--- config.mk ---
export PLATFORM = sky130hd
export DESIGN_NAME = priority_scheduler_with_aging_core
export DESIGN_NICKNAME = d
export VERILOG_FILES = /design/src/rtl/core/psa_pkg.sv /design/src/rtl/core/priority_scheduler_with_aging_core.sv /design/src/rtl/core/psa_ram.sv
export SDC_FILE = /design/constraint.sdc
export NUM_CORES = 2
export LEC_CHECK = 0
export BUFFER_PORTS_ARGS = -buffer_cell sky130_fd_sc_hd__clkbuf_2
export CELL_PAD_IN_SITES_DETAIL_PLACEMENT = 0
export CELL_PAD_IN_SITES_GLOBAL_PLACEMENT = 2
export CORE_MARGIN = 3
export CORE_UTILIZATION = 33
export CTS_BUF_LIST = sky130_fd_sc_hd__clkbuf_8
export DETAILED_ROUTE_END_ITERATION = 10
export HOLD_SLACK_MARGIN = 0.15
export PLACE_DENSITY_LB_ADDON = 0.1
export SLEW_MARGIN = 20
export SYNTH_ARGS = -nofsm -noshare
export SYNTH_HDL_FRONTEND = slang
export SYNTH_SLANG_ARGS = --single-unit
--- constraint.sdc ---
create_clock -name clk -period 16.64 [get_ports clk]
set_clock_uncertainty 0.1 [all_clocks]
set_input_delay 3.328 -clock clk [delete_from_list [all_inputs] [get_ports clk]]
set_output_delay 3.328 -clock clk [all_outputs]
set_load 0.01 [all_outputs]
--- src/rtl/core/psa_pkg.sv ---
`default_nettype none
package psa_pkg;

  localparam int MAX_TASKS_DEF  = 64;
  localparam int LEVELS_DEF     = 4;
  localparam int TICK_WIDTH_DEF = 16;

  localparam logic       PREEMPTIVE_RST  = 1'b1;
  localparam logic [7:0] AGING_WAIT_RST  = 8'd5;
  localparam logic [15:0] ADMIT_LIMIT_RST = 16'd100;

  localparam logic [6:0] CNT_MAX = 7'd127;

  // register indexes on the config port
  localparam logic [1:0] REG_PREEMPTIVE  = 2'd0;
  localparam logic [1:0] REG_AGING_WAIT  = 2'd1;
  localparam logic [1:0] REG_ADMIT_LIMIT = 2'd2;

  // item kinds
  localparam logic KIND_ARRIVAL = 1'b0;
  localparam logic KIND_TICK    = 1'b1;

  typedef struct packed {
    logic       kind;
    logic [5:0] task_id;
    logic [2:0] level;
    logic [4:0] service_quanta;
  } in_item_t;

  typedef struct packed {
    logic        accepted;
    logic        idle;
    logic [5:0]  run_id;
    logic [2:0]  run_level;
    logic        first_run;
    logic        finished;
    logic [6:0]  promoted;
    logic [6:0]  dropped;
    logic        all_done;
    logic [15:0] tick_now;
  } out_item_t;

endpackage
`default_nettype wire

--- src/rtl/core/priority_scheduler_with_aging_core.sv ---
`default_nettype none
// Multilevel priority scheduler with aging.
// Input channel (in_valid/in_stall/in_data): an arrival item enqueues a task
// at the tail of its level; a tick item ages, picks and runs one quantum.
// Result channel (out_valid/out_stall/out_data): exactly one result per item,
// in order. An output register parts the two sides, so the next item is
// taken while a result still waits for its transfer.
// Config port: APB-style, 3 registers at byte addresses 0, 4, 8; the user
// writes them only while idle, which the block does not enforce. pready is
// tied high. Order of work from the accepting edge: an arrival goes straight
// to the output register load. A tick first ages the queues, scanning one
// task at a time and moving each aged task up a level, then picks level by
// level (reading the head in the started-head search or past the limit),
// picks again after each drop, then runs the task (or reports idle) and loads
// the result. The task and link memories share one read port address.
// in_stall is high from acceptance until the result is handed to the output
// register. If the receiver stalls with a result already waiting, the
// finished result is held until the transfer. Reset (synchronous, rst_n low):
// queues empty, every slot free, tick 0, config at defaults; no memory clear.
module priority_scheduler_with_aging_core #(
  parameter int MAX_TASKS  = psa_pkg::MAX_TASKS_DEF,
  parameter int LEVELS     = psa_pkg::LEVELS_DEF,
  parameter int TICK_WIDTH = psa_pkg::TICK_WIDTH_DEF
) (
  input  wire logic               clk,
  input  wire logic               rst_n,
  input  wire logic               in_valid,
  output logic                    in_stall,
  input  wire psa_pkg::in_item_t  in_data,
  output logic                    out_valid,
  input  wire logic               out_stall,
  output psa_pkg::out_item_t      out_data,
  input  wire logic               cfg_psel,
  input  wire logic               cfg_penable,
  input  wire logic               cfg_pwrite,
  input  wire logic [3:0]         cfg_paddr,
  input  wire logic [31:0]        cfg_pwdata,
  output logic      [31:0]        cfg_prdata,
  output logic                    cfg_pready
);

  localparam int SW = $clog2(MAX_TASKS);
  localparam int CW = $clog2(MAX_TASKS + 1);
  localparam int LW = (LEVELS > 1) ? $clog2(LEVELS) : 1;
  localparam int TW = 12 + TICK_WIDTH;

  typedef struct packed {
    logic [5:0]            id;
    logic [4:0]            remaining;
    logic                  started;
    logic [TICK_WIDTH-1:0] stamp;
  } task_t;

  typedef enum logic [3:0] {
    S_IDLE, S_AG_LV, S_AG_RD, S_AG_EV, S_AG_AP,
    S_PK, S_PR_RD, S_PR_EV, S_RN_RD, S_RN_EV, S_FIN, S_OUT
  } state_t;

  state_t state_r;

  // config registers
  logic        preemptive_r;
  logic [7:0]  aging_wait_r;
  logic [15:0] admit_limit_r;

  // queue bookkeeping
  logic [SW-1:0]         head_r [LEVELS];
  logic [SW-1:0]         tail_r [LEVELS];
  logic [CW-1:0]         cnt_r  [LEVELS];
  logic [MAX_TASKS-1:0]  free_r;
  logic [TICK_WIDTH-1:0] tick_r;

  // walk context
  logic [LW-1:0] lv_r;
  logic [CW-1:0] k_r, n_r;
  logic [SW-1:0] cur_r, prev_r, nx_r;
  logic          prev_v_r;
  logic          np_mode_r;
  logic [6:0]    prom_r, drop_r;

  psa_pkg::out_item_t res_r, out_r;
  logic               out_valid_r;

  // memory ports
  logic          task_we, link_we, mem_re;
  logic [SW-1:0] task_waddr, link_waddr, mem_raddr;
  task_t         task_wdata, task_rd;
  logic [SW-1:0] link_wdata, link_rd;

  psa_ram #(.WIDTH(TW), .DEPTH(MAX_TASKS)) u_task_ram (
    .clk   (clk),
    .we    (task_we),
    .waddr (task_waddr),
    .wdata (task_wdata),
    .re    (mem_re),
    .raddr (mem_raddr),
    .rdata (task_rd)
  );

  psa_ram #(.WIDTH(SW), .DEPTH(MAX_TASKS)) u_link_ram (
    .clk   (clk),
    .we    (link_we),
    .waddr (link_waddr),
    .wdata (link_wdata),
    .re    (mem_re),
    .raddr (mem_raddr),
    .rdata (link_rd)
  );

  // ---------------------------------------------------------------------
  // Decode
  // ---------------------------------------------------------------------
  logic          in_xfer, arrive;
  logic [LW-1:0] arr_lv;
  logic [SW-1:0] free_idx;
  logic          any_free;
  logic          past_limit;
  logic          arr_ok;
  logic [7:0]    w_eff;
  logic          promote;
  logic [LW-1:0] up_lv;
  logic [4:0]    rem_dec;
  logic          run_fin;
  logic          all_empty;
  logic          lv_last;

  assign in_stall = (state_r != S_IDLE);
  assign in_xfer  = in_valid && !in_stall;
  assign arrive   = in_xfer && (in_data.kind == psa_pkg::KIND_ARRIVAL);

  // out-of-range levels fold to the nearest end
  always_comb begin
    if (in_data.level == 3'd0) begin
      arr_lv = '0;
    end else if (int'(in_data.level) > LEVELS) begin
      arr_lv = LW'(LEVELS - 1);
    end else begin
      arr_lv = LW'(in_data.level - 3'd1);
    end
  end

  // lowest free slot
  always_comb begin
    free_idx = '0;
    any_free = 1'b0;
    for (int i = MAX_TASKS - 1; i >= 0; i--) begin
      if (free_r[i]) begin
        free_idx = SW'(i);
        any_free = 1'b1;
      end
    end
  end

  assign past_limit = 32'(tick_r) >= 32'(admit_limit_r);
  assign arr_ok     = !past_limit && any_free;
  assign w_eff      = (aging_wait_r == 8'd0) ? 8'd1 : aging_wait_r;
  assign promote    = !task_rd.started &&
                      (({1'b0, task_rd.stamp} + (TICK_WIDTH + 1)'(w_eff)) <= {1'b0, tick_r});
  assign up_lv      = lv_r - LW'(1);
  assign rem_dec    = (task_rd.remaining != 5'd0) ? task_rd.remaining - 5'd1 : 5'd0;
  assign run_fin    = (rem_dec == 5'd0);
  assign lv_last    = (32'(lv_r) == LEVELS - 1);

  always_comb begin
    all_empty = 1'b1;
    for (int i = 0; i < LEVELS; i++) begin
      if (cnt_r[i] != '0) all_empty = 1'b0;
    end
  end

  // memory control
  always_comb begin
    task_we    = 1'b0;
    task_waddr = cur_r;
    task_wdata = task_rd;
    link_we    = 1'b0;
    link_waddr = prev_r;
    link_wdata = link_rd;
    mem_re     = 1'b0;
    mem_raddr  = cur_r;
    unique case (state_r)
      S_IDLE: begin
        if (arrive && arr_ok) begin
          task_we    = 1'b1;
          task_waddr = free_idx;
          task_wdata = '{id: in_data.task_id, remaining: in_data.service_quanta,
                         started: 1'b0, stamp: tick_r};
          link_we    = (cnt_r[arr_lv] != '0);
          link_waddr = tail_r[arr_lv];
          link_wdata = free_idx;
        end
      end
      S_AG_RD: begin
        mem_re = 1'b1;
      end
      S_AG_EV: begin
        if (promote) begin
          task_we          = 1'b1;
          task_wdata.stamp = tick_r;
          link_we          = prev_v_r;
        end
      end
      S_AG_AP: begin
        link_we    = (cnt_r[up_lv] != '0);
        link_waddr = tail_r[up_lv];
        link_wdata = cur_r;
      end
      S_PR_RD: begin
        mem_re    = 1'b1;
        mem_raddr = head_r[lv_r];
      end
      S_RN_RD: begin
        mem_re    = 1'b1;
        mem_raddr = head_r[lv_r];
      end
      S_RN_EV: begin
        task_we              = 1'b1;
        task_wdata.started   = 1'b1;
        task_wdata.remaining = rem_dec;
        link_we    = !run_fin && preemptive_r && (cnt_r[lv_r] > CW'(1));
        link_waddr = tail_r[lv_r];
        link_wdata = cur_r;
      end
      default: ;
    endcase
  end

  // ---------------------------------------------------------------------
  // Sequencer
  // ---------------------------------------------------------------------
  always_ff @(posedge clk) begin
    if (!rst_n) begin
      state_r       <= S_IDLE;
      preemptive_r  <= psa_pkg::PREEMPTIVE_RST;
      aging_wait_r  <= psa_pkg::AGING_WAIT_RST;
      admit_limit_r <= psa_pkg::ADMIT_LIMIT_RST;
      for (int i = 0; i < LEVELS; i++) begin
        head_r[i] <= '0;
        tail_r[i] <= '0;
        cnt_r[i]  <= '0;
      end
      free_r      <= '1;
      tick_r      <= '0;
      out_valid_r <= 1'b0;
    end else begin
      if (cfg_psel && cfg_penable && cfg_pwrite) begin
        unique case (cfg_paddr[3:2])
          psa_pkg::REG_PREEMPTIVE:  preemptive_r  <= cfg_pwdata[0];
          psa_pkg::REG_AGING_WAIT:  aging_wait_r  <= cfg_pwdata[7:0];
          psa_pkg::REG_ADMIT_LIMIT: admit_limit_r <= cfg_pwdata[15:0];
          default: ;
        endcase
      end

      // S_OUT reloads the output register itself
      if (out_valid_r && !out_stall && state_r != S_OUT) out_valid_r <= 1'b0;

      unique case (state_r)
        S_IDLE: begin
          res_r  <= '{accepted: arrive && arr_ok, tick_now: 16'(tick_r), default: '0};
          prom_r <= '0;
          drop_r <= '0;
          if (arrive) begin
            if (arr_ok) begin
              free_r[free_idx] <= 1'b0;
              if (cnt_r[arr_lv] == '0) head_r[arr_lv] <= free_idx;
              tail_r[arr_lv] <= free_idx;
              cnt_r[arr_lv]  <= cnt_r[arr_lv] + CW'(1);
            end
            state_r <= S_OUT;
          end else if (in_xfer) begin
            lv_r    <= LW'(LEVELS - 1);
            state_r <= S_AG_LV;
          end
        end

        // aging walk, one queue at a time from the lowest priority
        S_AG_LV: begin
          n_r      <= cnt_r[lv_r];
          k_r      <= '0;
          cur_r    <= head_r[lv_r];
          prev_v_r <= 1'b0;
          if (cnt_r[lv_r] != '0) begin
            state_r <= S_AG_RD;
          end else if (lv_r == LW'(1)) begin
            lv_r      <= '0;
            np_mode_r <= !preemptive_r;
            state_r   <= S_PK;
          end else begin
            lv_r <= up_lv;
          end
        end

        S_AG_RD: state_r <= S_AG_EV;

        S_AG_EV: begin
          if (promote) begin
            if (!prev_v_r) head_r[lv_r] <= link_rd;
            if (tail_r[lv_r] == cur_r && prev_v_r) tail_r[lv_r] <= prev_r;
            cnt_r[lv_r] <= cnt_r[lv_r] - CW'(1);
            nx_r        <= link_rd;
            if (prom_r != psa_pkg::CNT_MAX) prom_r <= prom_r + 7'd1;
            state_r <= S_AG_AP;
          end else begin
            prev_r   <= cur_r;
            prev_v_r <= 1'b1;
            cur_r    <= link_rd;
            k_r      <= k_r + CW'(1);
            if (k_r + CW'(1) == n_r) begin
              if (lv_r == LW'(1)) begin
                lv_r      <= '0;
                np_mode_r <= !preemptive_r;
                state_r   <= S_PK;
              end else begin
                lv_r    <= up_lv;
                state_r <= S_AG_LV;
              end
            end else begin
              state_r <= S_AG_RD;
            end
          end
        end

        S_AG_AP: begin
          if (cnt_r[up_lv] == '0) head_r[up_lv] <= cur_r;
          tail_r[up_lv] <= cur_r;
          cnt_r[up_lv]  <= cnt_r[up_lv] + CW'(1);
          cur_r <= nx_r;
          k_r   <= k_r + CW'(1);
          if (k_r + CW'(1) == n_r) begin
            if (lv_r == LW'(1)) begin
              lv_r      <= '0;
              np_mode_r <= !preemptive_r;
              state_r   <= S_PK;
            end else begin
              lv_r    <= up_lv;
              state_r <= S_AG_LV;
            end
          end else begin
            state_r <= S_AG_RD;
          end
        end

        // pick: started-head search (non-preemptive), then first non-empty
        S_PK: begin
          if (cnt_r[lv_r] == '0) begin
            if (lv_last) begin
              if (np_mode_r) begin
                np_mode_r <= 1'b0;
                lv_r      <= '0;
              end else begin
                state_r <= S_FIN;
              end
            end else begin
              lv_r <= lv_r + LW'(1);
            end
          end else if (np_mode_r || past_limit) begin
            state_r <= S_PR_RD;
          end else begin
            state_r <= S_RN_RD;
          end
        end

        S_PR_RD: state_r <= S_PR_EV;

        S_PR_EV: begin
          if (np_mode_r) begin
            if (task_rd.started) begin
              state_r <= S_RN_RD;
            end else if (lv_last) begin
              np_mode_r <= 1'b0;
              lv_r      <= '0;
              state_r   <= S_PK;
            end else begin
              lv_r    <= lv_r + LW'(1);
              state_r <= S_PK;
            end
          end else if (!task_rd.started) begin
            // unstarted head past the limit: drop and pick again
            free_r[head_r[lv_r]] <= 1'b1;
            head_r[lv_r] <= link_rd;
            cnt_r[lv_r]  <= cnt_r[lv_r] - CW'(1);
            if (drop_r != psa_pkg::CNT_MAX) drop_r <= drop_r + 7'd1;
            lv_r      <= '0;
            np_mode_r <= !preemptive_r;
            state_r   <= S_PK;
          end else begin
            state_r <= S_RN_RD;
          end
        end

        S_RN_RD: begin
          cur_r   <= head_r[lv_r];
          state_r <= S_RN_EV;
        end

        S_RN_EV: begin
          res_r.run_id    <= task_rd.id;
          res_r.run_level <= 3'(lv_r) + 3'd1;
          res_r.first_run <= !task_rd.started;
          res_r.finished  <= run_fin;
          res_r.promoted  <= prom_r;
          res_r.dropped   <= drop_r;
          if (run_fin) begin
            free_r[cur_r] <= 1'b1;
            head_r[lv_r]  <= link_rd;
            cnt_r[lv_r]   <= cnt_r[lv_r] - CW'(1);
          end else if (preemptive_r && cnt_r[lv_r] > CW'(1)) begin
            head_r[lv_r] <= link_rd;
            tail_r[lv_r] <= cur_r;
          end
          if (tick_r != '1) tick_r <= tick_r + TICK_WIDTH'(1);
          state_r <= S_OUT;
        end

        S_FIN: begin
          res_r.idle     <= 1'b1;
          res_r.promoted <= prom_r;
          res_r.dropped  <= drop_r;
          res_r.all_done <= past_limit && all_empty;
          if (tick_r != '1) tick_r <= tick_r + TICK_WIDTH'(1);
          state_r <= S_OUT;
        end

        S_OUT: begin
          if (!out_valid_r || !out_stall) begin
            out_r       <= res_r;
            out_valid_r <= 1'b1;
            state_r     <= S_IDLE;
          end
        end

        default: state_r <= S_IDLE;
      endcase
    end
  end

  assign out_valid = out_valid_r;
  assign out_data  = out_r;

  // config readback
  always_comb begin
    unique case (cfg_paddr[3:2])
      psa_pkg::REG_PREEMPTIVE:  cfg_prdata = {31'd0, preemptive_r};
      psa_pkg::REG_AGING_WAIT:  cfg_prdata = {24'd0, aging_wait_r};
      psa_pkg::REG_ADMIT_LIMIT: cfg_prdata = {16'd0, admit_limit_r};
      default:                  cfg_prdata = 32'd0;
    endcase
  end
  assign cfg_pready = 1'b1;

endmodule
`default_nettype wire

--- src/rtl/core/psa_ram.sv ---
`default_nettype none
module psa_ram #(
  parameter int WIDTH = 8,
  parameter int DEPTH = 64
) (
  input  wire logic                     clk,
  input  wire logic                     we,
  input  wire logic [$clog2(DEPTH)-1:0] waddr,
  input  wire logic [WIDTH-1:0]         wdata,
  input  wire logic                     re,
  input  wire logic [$clog2(DEPTH)-1:0] raddr,
  output logic      [WIDTH-1:0]         rdata
);

  logic [WIDTH-1:0] mem [DEPTH];

  always_ff @(posedge clk) begin
    if (we) begin
      mem[waddr] <= wdata;
    end
  end

  always_ff @(posedge clk) begin
    if (re) begin
      rdata <= mem[raddr];
    end
  end

endmodule
`default_nettype wire
Yosys cells after proc, flatten, opt, wreduce, memory -nomap -nowiden
Memory sizes are Yosys's and may differ from the RTL's. A register that Yosys moved wholly into a read port is not among the register bits. Cells that the tools add are included. W data, S select, Z words.

ROM bits: 0. Input bits: 58. Word-level logic and storage cells: 520. Latch bits: 0. Memory bits (writable): 2252. Memories: 5. Bits in registers: 248. Output and inout port bits: 79.

Memories: u_task_ram.mem (depth 64, width 28, read ports 1, clocked after memory_dff 1, wr ports 1, RTL line psa_ram.sv:15) `logic [WIDTH-1:0] mem [DEPTH];`; u_link_ram.mem (depth 64, width 6, read ports 1, clocked after memory_dff 1, wr ports 1, RTL line psa_ram.sv:15); cnt_r (depth 4, width 7, read ports 7, clocked after memory_dff 1, wr ports 4, RTL line priority_scheduler_with_aging_core.sv:69) `logic [CW-1:0] cnt_r [LEVELS];`; head_r (depth 4, width 6, read ports 1, clocked after memory_dff 1, wr ports 4, RTL line priority_scheduler_with_aging_core.sv:67) `logic [SW-1:0] head_r [LEVELS];`; tail_r (depth 4, width 6, read ports 3, clocked after memory_dff 1, wr ports 4, RTL line priority_scheduler_with_aging_core.sv:68) `logic [SW-1:0] tail_r [LEVELS];`.

Add/subtract/negate cells: 13. Muxes and demuxes: 313. Bitwise gates (word level): 12. Div/mod/pow operators: 0. Multipliers: 0. Equality and inequality tests: 41. Shifts and indexed selects: 0. Reduce and logical (&&, ||, !) cells: 89. $lt $le $gt $ge: 10.

Operators by type and width (number): $mux W6 (81); $mux W64 (5); $pmux W64 S3 (1); $mux W1 (149); $or A64 B64 Y64 (2); $mux W7 (11); $and A64 B64 Y64 (1); $not A64 Y64 (1); $mux W2 (27); $reduce_bool A7 Y1 (7); $mux W4 (12); $pmux W16 S3 (1); $pmux W4 S11 (1); $pmux W6 S3 (2); $reduce_or A6 Y1 (6); $add A7 B1 Y7 const B (5); $pmux W16 S2 (1); $ne A2 B2 Y1 const B (15); $mux W28 (1); $pmux W14 S2 (1); $pmux W7 S2 (2); $pmux W6 S2 (2); $pmux W11 S2 (1); $logic_not A7 Y1 (3); other kinds (60) (140).

Depth between registers and ports, before layout
Depth after elaboration: 74. Mapped depth: 21. Gate-level depth less buffers: 20.

By module
Synthesis repeated with hierarchy kept, for this count alone.

Cells, all modules: 5807. Area, all modules: 103974.7 um^2.

Modules (own cells, without submodules): psa_ram (u_task_ram) (times used 1, cells each 3105, area an instance 69475.4 um^2, seq. area each 54652.4 um^2); priority_scheduler_with_aging_core (times used 1, cells each 1973, area an instance 19233.4 um^2, seq. area each 8668.3 um^2); psa_ram (u_link_ram) (times used 1, cells each 729, area an instance 15265.9 um^2, seq. area each 11711.2 um^2).

Worst setup path after synthesis
No wires, ideal clock.

Path kind: in2reg. Start: input in_data[14] in the netlist's numbering. End: memory u_task_ram.mem[0][0] in the netlist's numbering, data pin. Data arrival time: 7.368 ns. Stages on the path: 8. Buffers on the path: 2. Slack: 8.451 ns. Setup time: 0.721 ns. Data required time: 15.819 ns. Cells stage by stage: nand2b_1 -> a41oi_1 -> o211ai_2 -> buf_2 -> nand2_1 -> o211ai_1 -> clkbuf_1 -> o31ai_1.

RTL lines: start, declared (RTL line priority_scheduler_with_aging_core.sv:29) `input wire psa_pkg::in_item_t in_data,`; end, declared (RTL line psa_ram.sv:15).

Worst setup path after layout
Start: input cfg_paddr[3]. End: output cfg_prdata[5].

Cells in the longest elaborated chain, start to end: 2. Elaborated cells between the ends (all ways): 4. Those cells by class: 2 x eq/ne; 1 x mux; 1 x reduce/logical.

RTL lines: start, declared (RTL line priority_scheduler_with_aging_core.sv:36) `input wire logic [3:0] cfg_paddr,`; $eq A2 B2 Y1 (tied with other cells) (RTL line priority_scheduler_with_aging_core.sv:443) `unique case (cfg_paddr[3:2])`; $pmux W16 S3 * (RTL line priority_scheduler_with_aging_core.sv:443); end, declared (RTL line priority_scheduler_with_aging_core.sv:38) `output logic [31:0] cfg_prdata,`.

Mark *: on every way between the ends. The rest lies on a longest branch, timed or not.

==> impl.org <==
** Run status
- Run status :: finished clean

** Route
- After detailed routing, the total wire length is 376,000 µm.
- In the routed layout, each cell is associated on average with a via count of 5.48.
- Residual antenna-violating net count after detailed routing :: 0
- The first detailed-routing pass took 9 iterations.
- 1st-iter DRT viols :: 5,996
- In the routed design, unresolved DRC markers number 0.
- Detailed-route wire length per cell :: 28.9 µm
- Via count :: 71,200

** Worst setup path
- The signal on the critical path passes through clkbuf_2 > nor2b_2 > a22o_1 > clkbuf_2.
- Crit path required time :: 13,210 ps
- Largest fanout on the critical path :: 17
- STA classifies the critical path endpoint as an output pin.
- The setup path with the least slack is of type in -> out.
- Data arrives at the worst endpoint at 4550 ps.
- In this design, the stage delay of the slowest critical-path cell is 600 ps.
- The slowest stage of the critical path is the nor2b_2 cell.
- Critical Path Start Type :: primary input
- Critical Path Most Common Cell :: clkbuf_2

** Clock tree
- In this run, CTS created clock tree buffers numbering 450.
- After clock tree synthesis, the clock-pin slew on the worst setup and hold paths is 60 ps.
- Clock latency on the worst-skew pair :: 1110 ps
- Once the clock tree was built, the resizer swapped 0 gates to a different size.
- The H-tree was split into 5 levels.
- TritonCTS clock tree :: built
- Post-CTS setup buffer count :: 0
- The clock passes through at most 4 buffers.
- Count of hold-fix buffers inserted at cts :: 0
- Buffer type at the clock tree root :: clkbuf_8
- The tree built by TritonCTS fans out to 2,536 sinks.

** Yosys
- Number of enable flip-flop cells after synthesis :: 2,424
- The number of different library cells used by synthesis comes to 101.
- In this run, synthesis produced a sequential element count of 2,536.
- Async SR Flop Fraction :: 0%
- Synthesis produced a netlist whose cell count is 8,093.
- Sequential-to-total area share from yosys stat :: 70.1%
- For this run, the number of Yosys warnings is 0.
- Flip-flop cell with the highest count after synthesis :: edfxtp_1
- Each instance of the synthesized netlist takes up on average 13.2 µm².
- Synthesized area :: 0.107 mm²

** STA
- The total count of hold-check failures in the final report came to 0.
- Of the available clock period, the critical path in the final layout requires 47.9%.
- RSZ-0062 raised after global routing :: false
- Number of pins exceeding their max-slew limit in the final report :: 0
- Relative max-transition margin :: 15.9%
- Fin Hold WS :: 304 ps
- Endpoints failing setup :: 0
- After routing, the total negative slack on setup checks comes to 0 ps.
- For the pin with the worst max-slew slack, the measured transition is 1250 ps.
- Static timing analysis puts the maximum clock frequency at 125 MHz.
- Shortest clock period the worst path allows after layout :: 7980 ps

** Power and ir drop
- Pwr/cell area :: 177 mW/mm²
- For this design the static power due to leakage is 0.0408 µW.
- Largest vdd supply drop :: 174 µV

** Finish
- Most frequent cells in the layout :: edfxtp_1, nand2_1, a311oi_1, clkbuf_8, and3_1
- Post-layout nets :: 8,452
- Total of fill cells in the finished design :: 30,800
- Leaving out fill and tap cells, the most frequent cell in the layout is edfxtp_1.
- The post-route netlist has 13.3% of its cells at a drive strength greater than 1.
- Post-synthesis to final-layout area growth :: 13.8%

** GRT
- Global routing used 22.0% of the available tracks.
- Initial antenna violation count :: 14
- For this run the aggregate overflow at the end of global routing stands at 0.
- Largest net degree at the start of global routing :: 155
- Vias in the first global route :: 70,400
- The first global-routing pass estimated 531,000 µm of wire.

** Floorplan
- The die covers 0.331 mm².
- Horizontal die dimension :: 576 µm
- I/O Pins :: 137
- In this run the core area contains 208 standard-cell rows.
- Floorplan core area :: 0.322 mm²
- Once the floorplan was initialized, standard cells occupied 33.3% of the core.
- Measured along the y axis, the die boundary spans 576 µm.

** Placement
- DP HPWL :: 207,000 µm
- The count of buffers added on input and output ports is 101.
- The congestion estimate from routability-driven global placement came to 0.819.

** Job
- # Max-Cap Violations :: 0

** Min path
- Worst min-delay path class :: reg -> reg
==> critical path: cells and delay by family <==
family / cells / cell delay (ps)
AND/OR/NAND/NOR: 1 / 600
AO/OA/AOI/OAI: 1 / 320
buffers and inverters: 2 / 290
==> power breakdown <==
group	internal [µW]	switching [µW]	leakage, µW	total, µW
Combinational	1690	5980	0.0131	7670
Sequential	8490	121	0.0230	8610
Clock	2700	2620	0.00471	5320
Total	12900	8730	0.0408	21600
==> kinds of logic (layout without fill, tap and decap cells) <==
family	after synthesis	in the layout	synth area share (%)
other	2	24	0.00701
buffers and inverters	714	1293	2.76
multiplexers	108	108	1.62
AND/OR/NAND/NOR	3007	3007	12.6
AO/OA/AOI/OAI	1602	1602	11.7
adder cells (fa/ha/maj)	55	55	0.650
XOR/XNOR	69	69	0.564
flip-flops	2536	2536	70.1
==> cell usage after synthesis (13+ instances only) <==
master	count	share of area [%]
xor2_1	24	0.20
a221oi_1	66	0.54
o221ai_1	43	0.35
nand4_1	34	0.20
and2_1	37	0.22
a21oi_1	92	0.43
buf_1	61	0.21
mux2i_1	45	0.42
nor4_1	162	0.95
edfxtp_1	2424	68
nand2b_1	29	0.17
o21ai_0	88	0.41
a21boi_0	199	1.4
clkbuf_1	376	1.3
a31oi_1	23	0.13
dfxtp_1	112	2.1
a22o_1	15	0.12
mux2_2	14	0.15
buf_4	21	0.15
nor2_1	246	0.86
mux4_2	42	0.88
inv_1	125	0.44
o211ai_1	60	0.42
xnor2_1	45	0.37
and3_1	329	1.9
nor2b_1	36	0.21
a211oi_1	282	2.0
ha_1	54	0.63
a311oi_1	512	4.2
o41ai_1	13	0.11
nor3_1	159	0.74
buf_2	123	0.57
o22a_1	32	0.26
nand2_1	1809	6.3
nand3_1	94	0.44
o31ai_1	46	0.32
==> per-stage QoR <==
| stage | cell area, µm² | util [%] | worst slack [ps] | power, µW | cells |
|---|---|---|---|---|---|
| 2_1_floorplan | 107000 | - | 8450 | 12700 | 8108 |
| 3_3_place_gp | 114000 | 35.3 | 8060 | 16400 | 12200 |
| 3_5_place_dp | 114000 | 35.3 | 8010 | 16500 | 12200 |
| 4_1_cts | 122000 | 37.8 | 8610 | 21900 | 13000 |
| 5_1_grt | 122000 | 37.8 | 8540 | 22600 | 13000 |
| 6_report | 122000 | 37.8 | 8660 | 21600 | 13000 |
==> state kept, by name (all words and copies together) (netlist names), 2 cells and up, named ones only <==
name              flops
free_r               64
res_r                44
tick_r               16
u_task_ram.mem     1792
prom_r                7
cur_r                 6
aging_wait_r          8
head_r               24
drop_r                7
nx_r                  6
out_data             44
n_r                   7
prev_r                6
u_link_ram.mem      384
admit_limit_r        16
lv_r                  2
u_link_ram.rdata      6
state_r               4
cnt_r                28
u_task_ram.rdata     28
tail_r               24
k_r                   7
==> cell type report <==
class	count	area, µm²	area share [%]
tap	4305	5390	4.42
sequential	2536	75000	61.6
clock buffer	461	6340	5.21
inverter	127	478	0.392
multi-input combinational	4858	30200	24.8
clock inverter	339	1710	1.40
antenna	7	17.5	0.0144
timing repair buffer	366	2670	2.19
==> path summary, 6_finish.rpt <==
check / from / to / depth (start not counted) / slack [ps]
hold / removal: res_r[24]$_SDFFCE_PP0P_ / out_data[24]$_DFFE_PP_ / 0 / 300
setup / recovery: cfg_paddr[3] / cfg_prdata[5] / 4 / 8660
setup reg to reg: state_r[3]$_SDFFE_PN0P_ / u_task_ram.rdata[22]$_DFFE_PP_ / 10 / 8840
hold reg to reg: res_r[24]$_SDFFCE_PP0P_ / out_data[24]$_DFFE_PP_ / 0 / 300
==> layer usage <==
layer	global-route usage, %	routed length, µm	vias up
li1	-	-	31800
met2	35.8	177000	2061
met1	30.5	169000	36900
met4	6.48	10400	4
met3	3.13	19400	514
met5	0	27	-
Note: power is estimated with default switching activity, not from simulation.
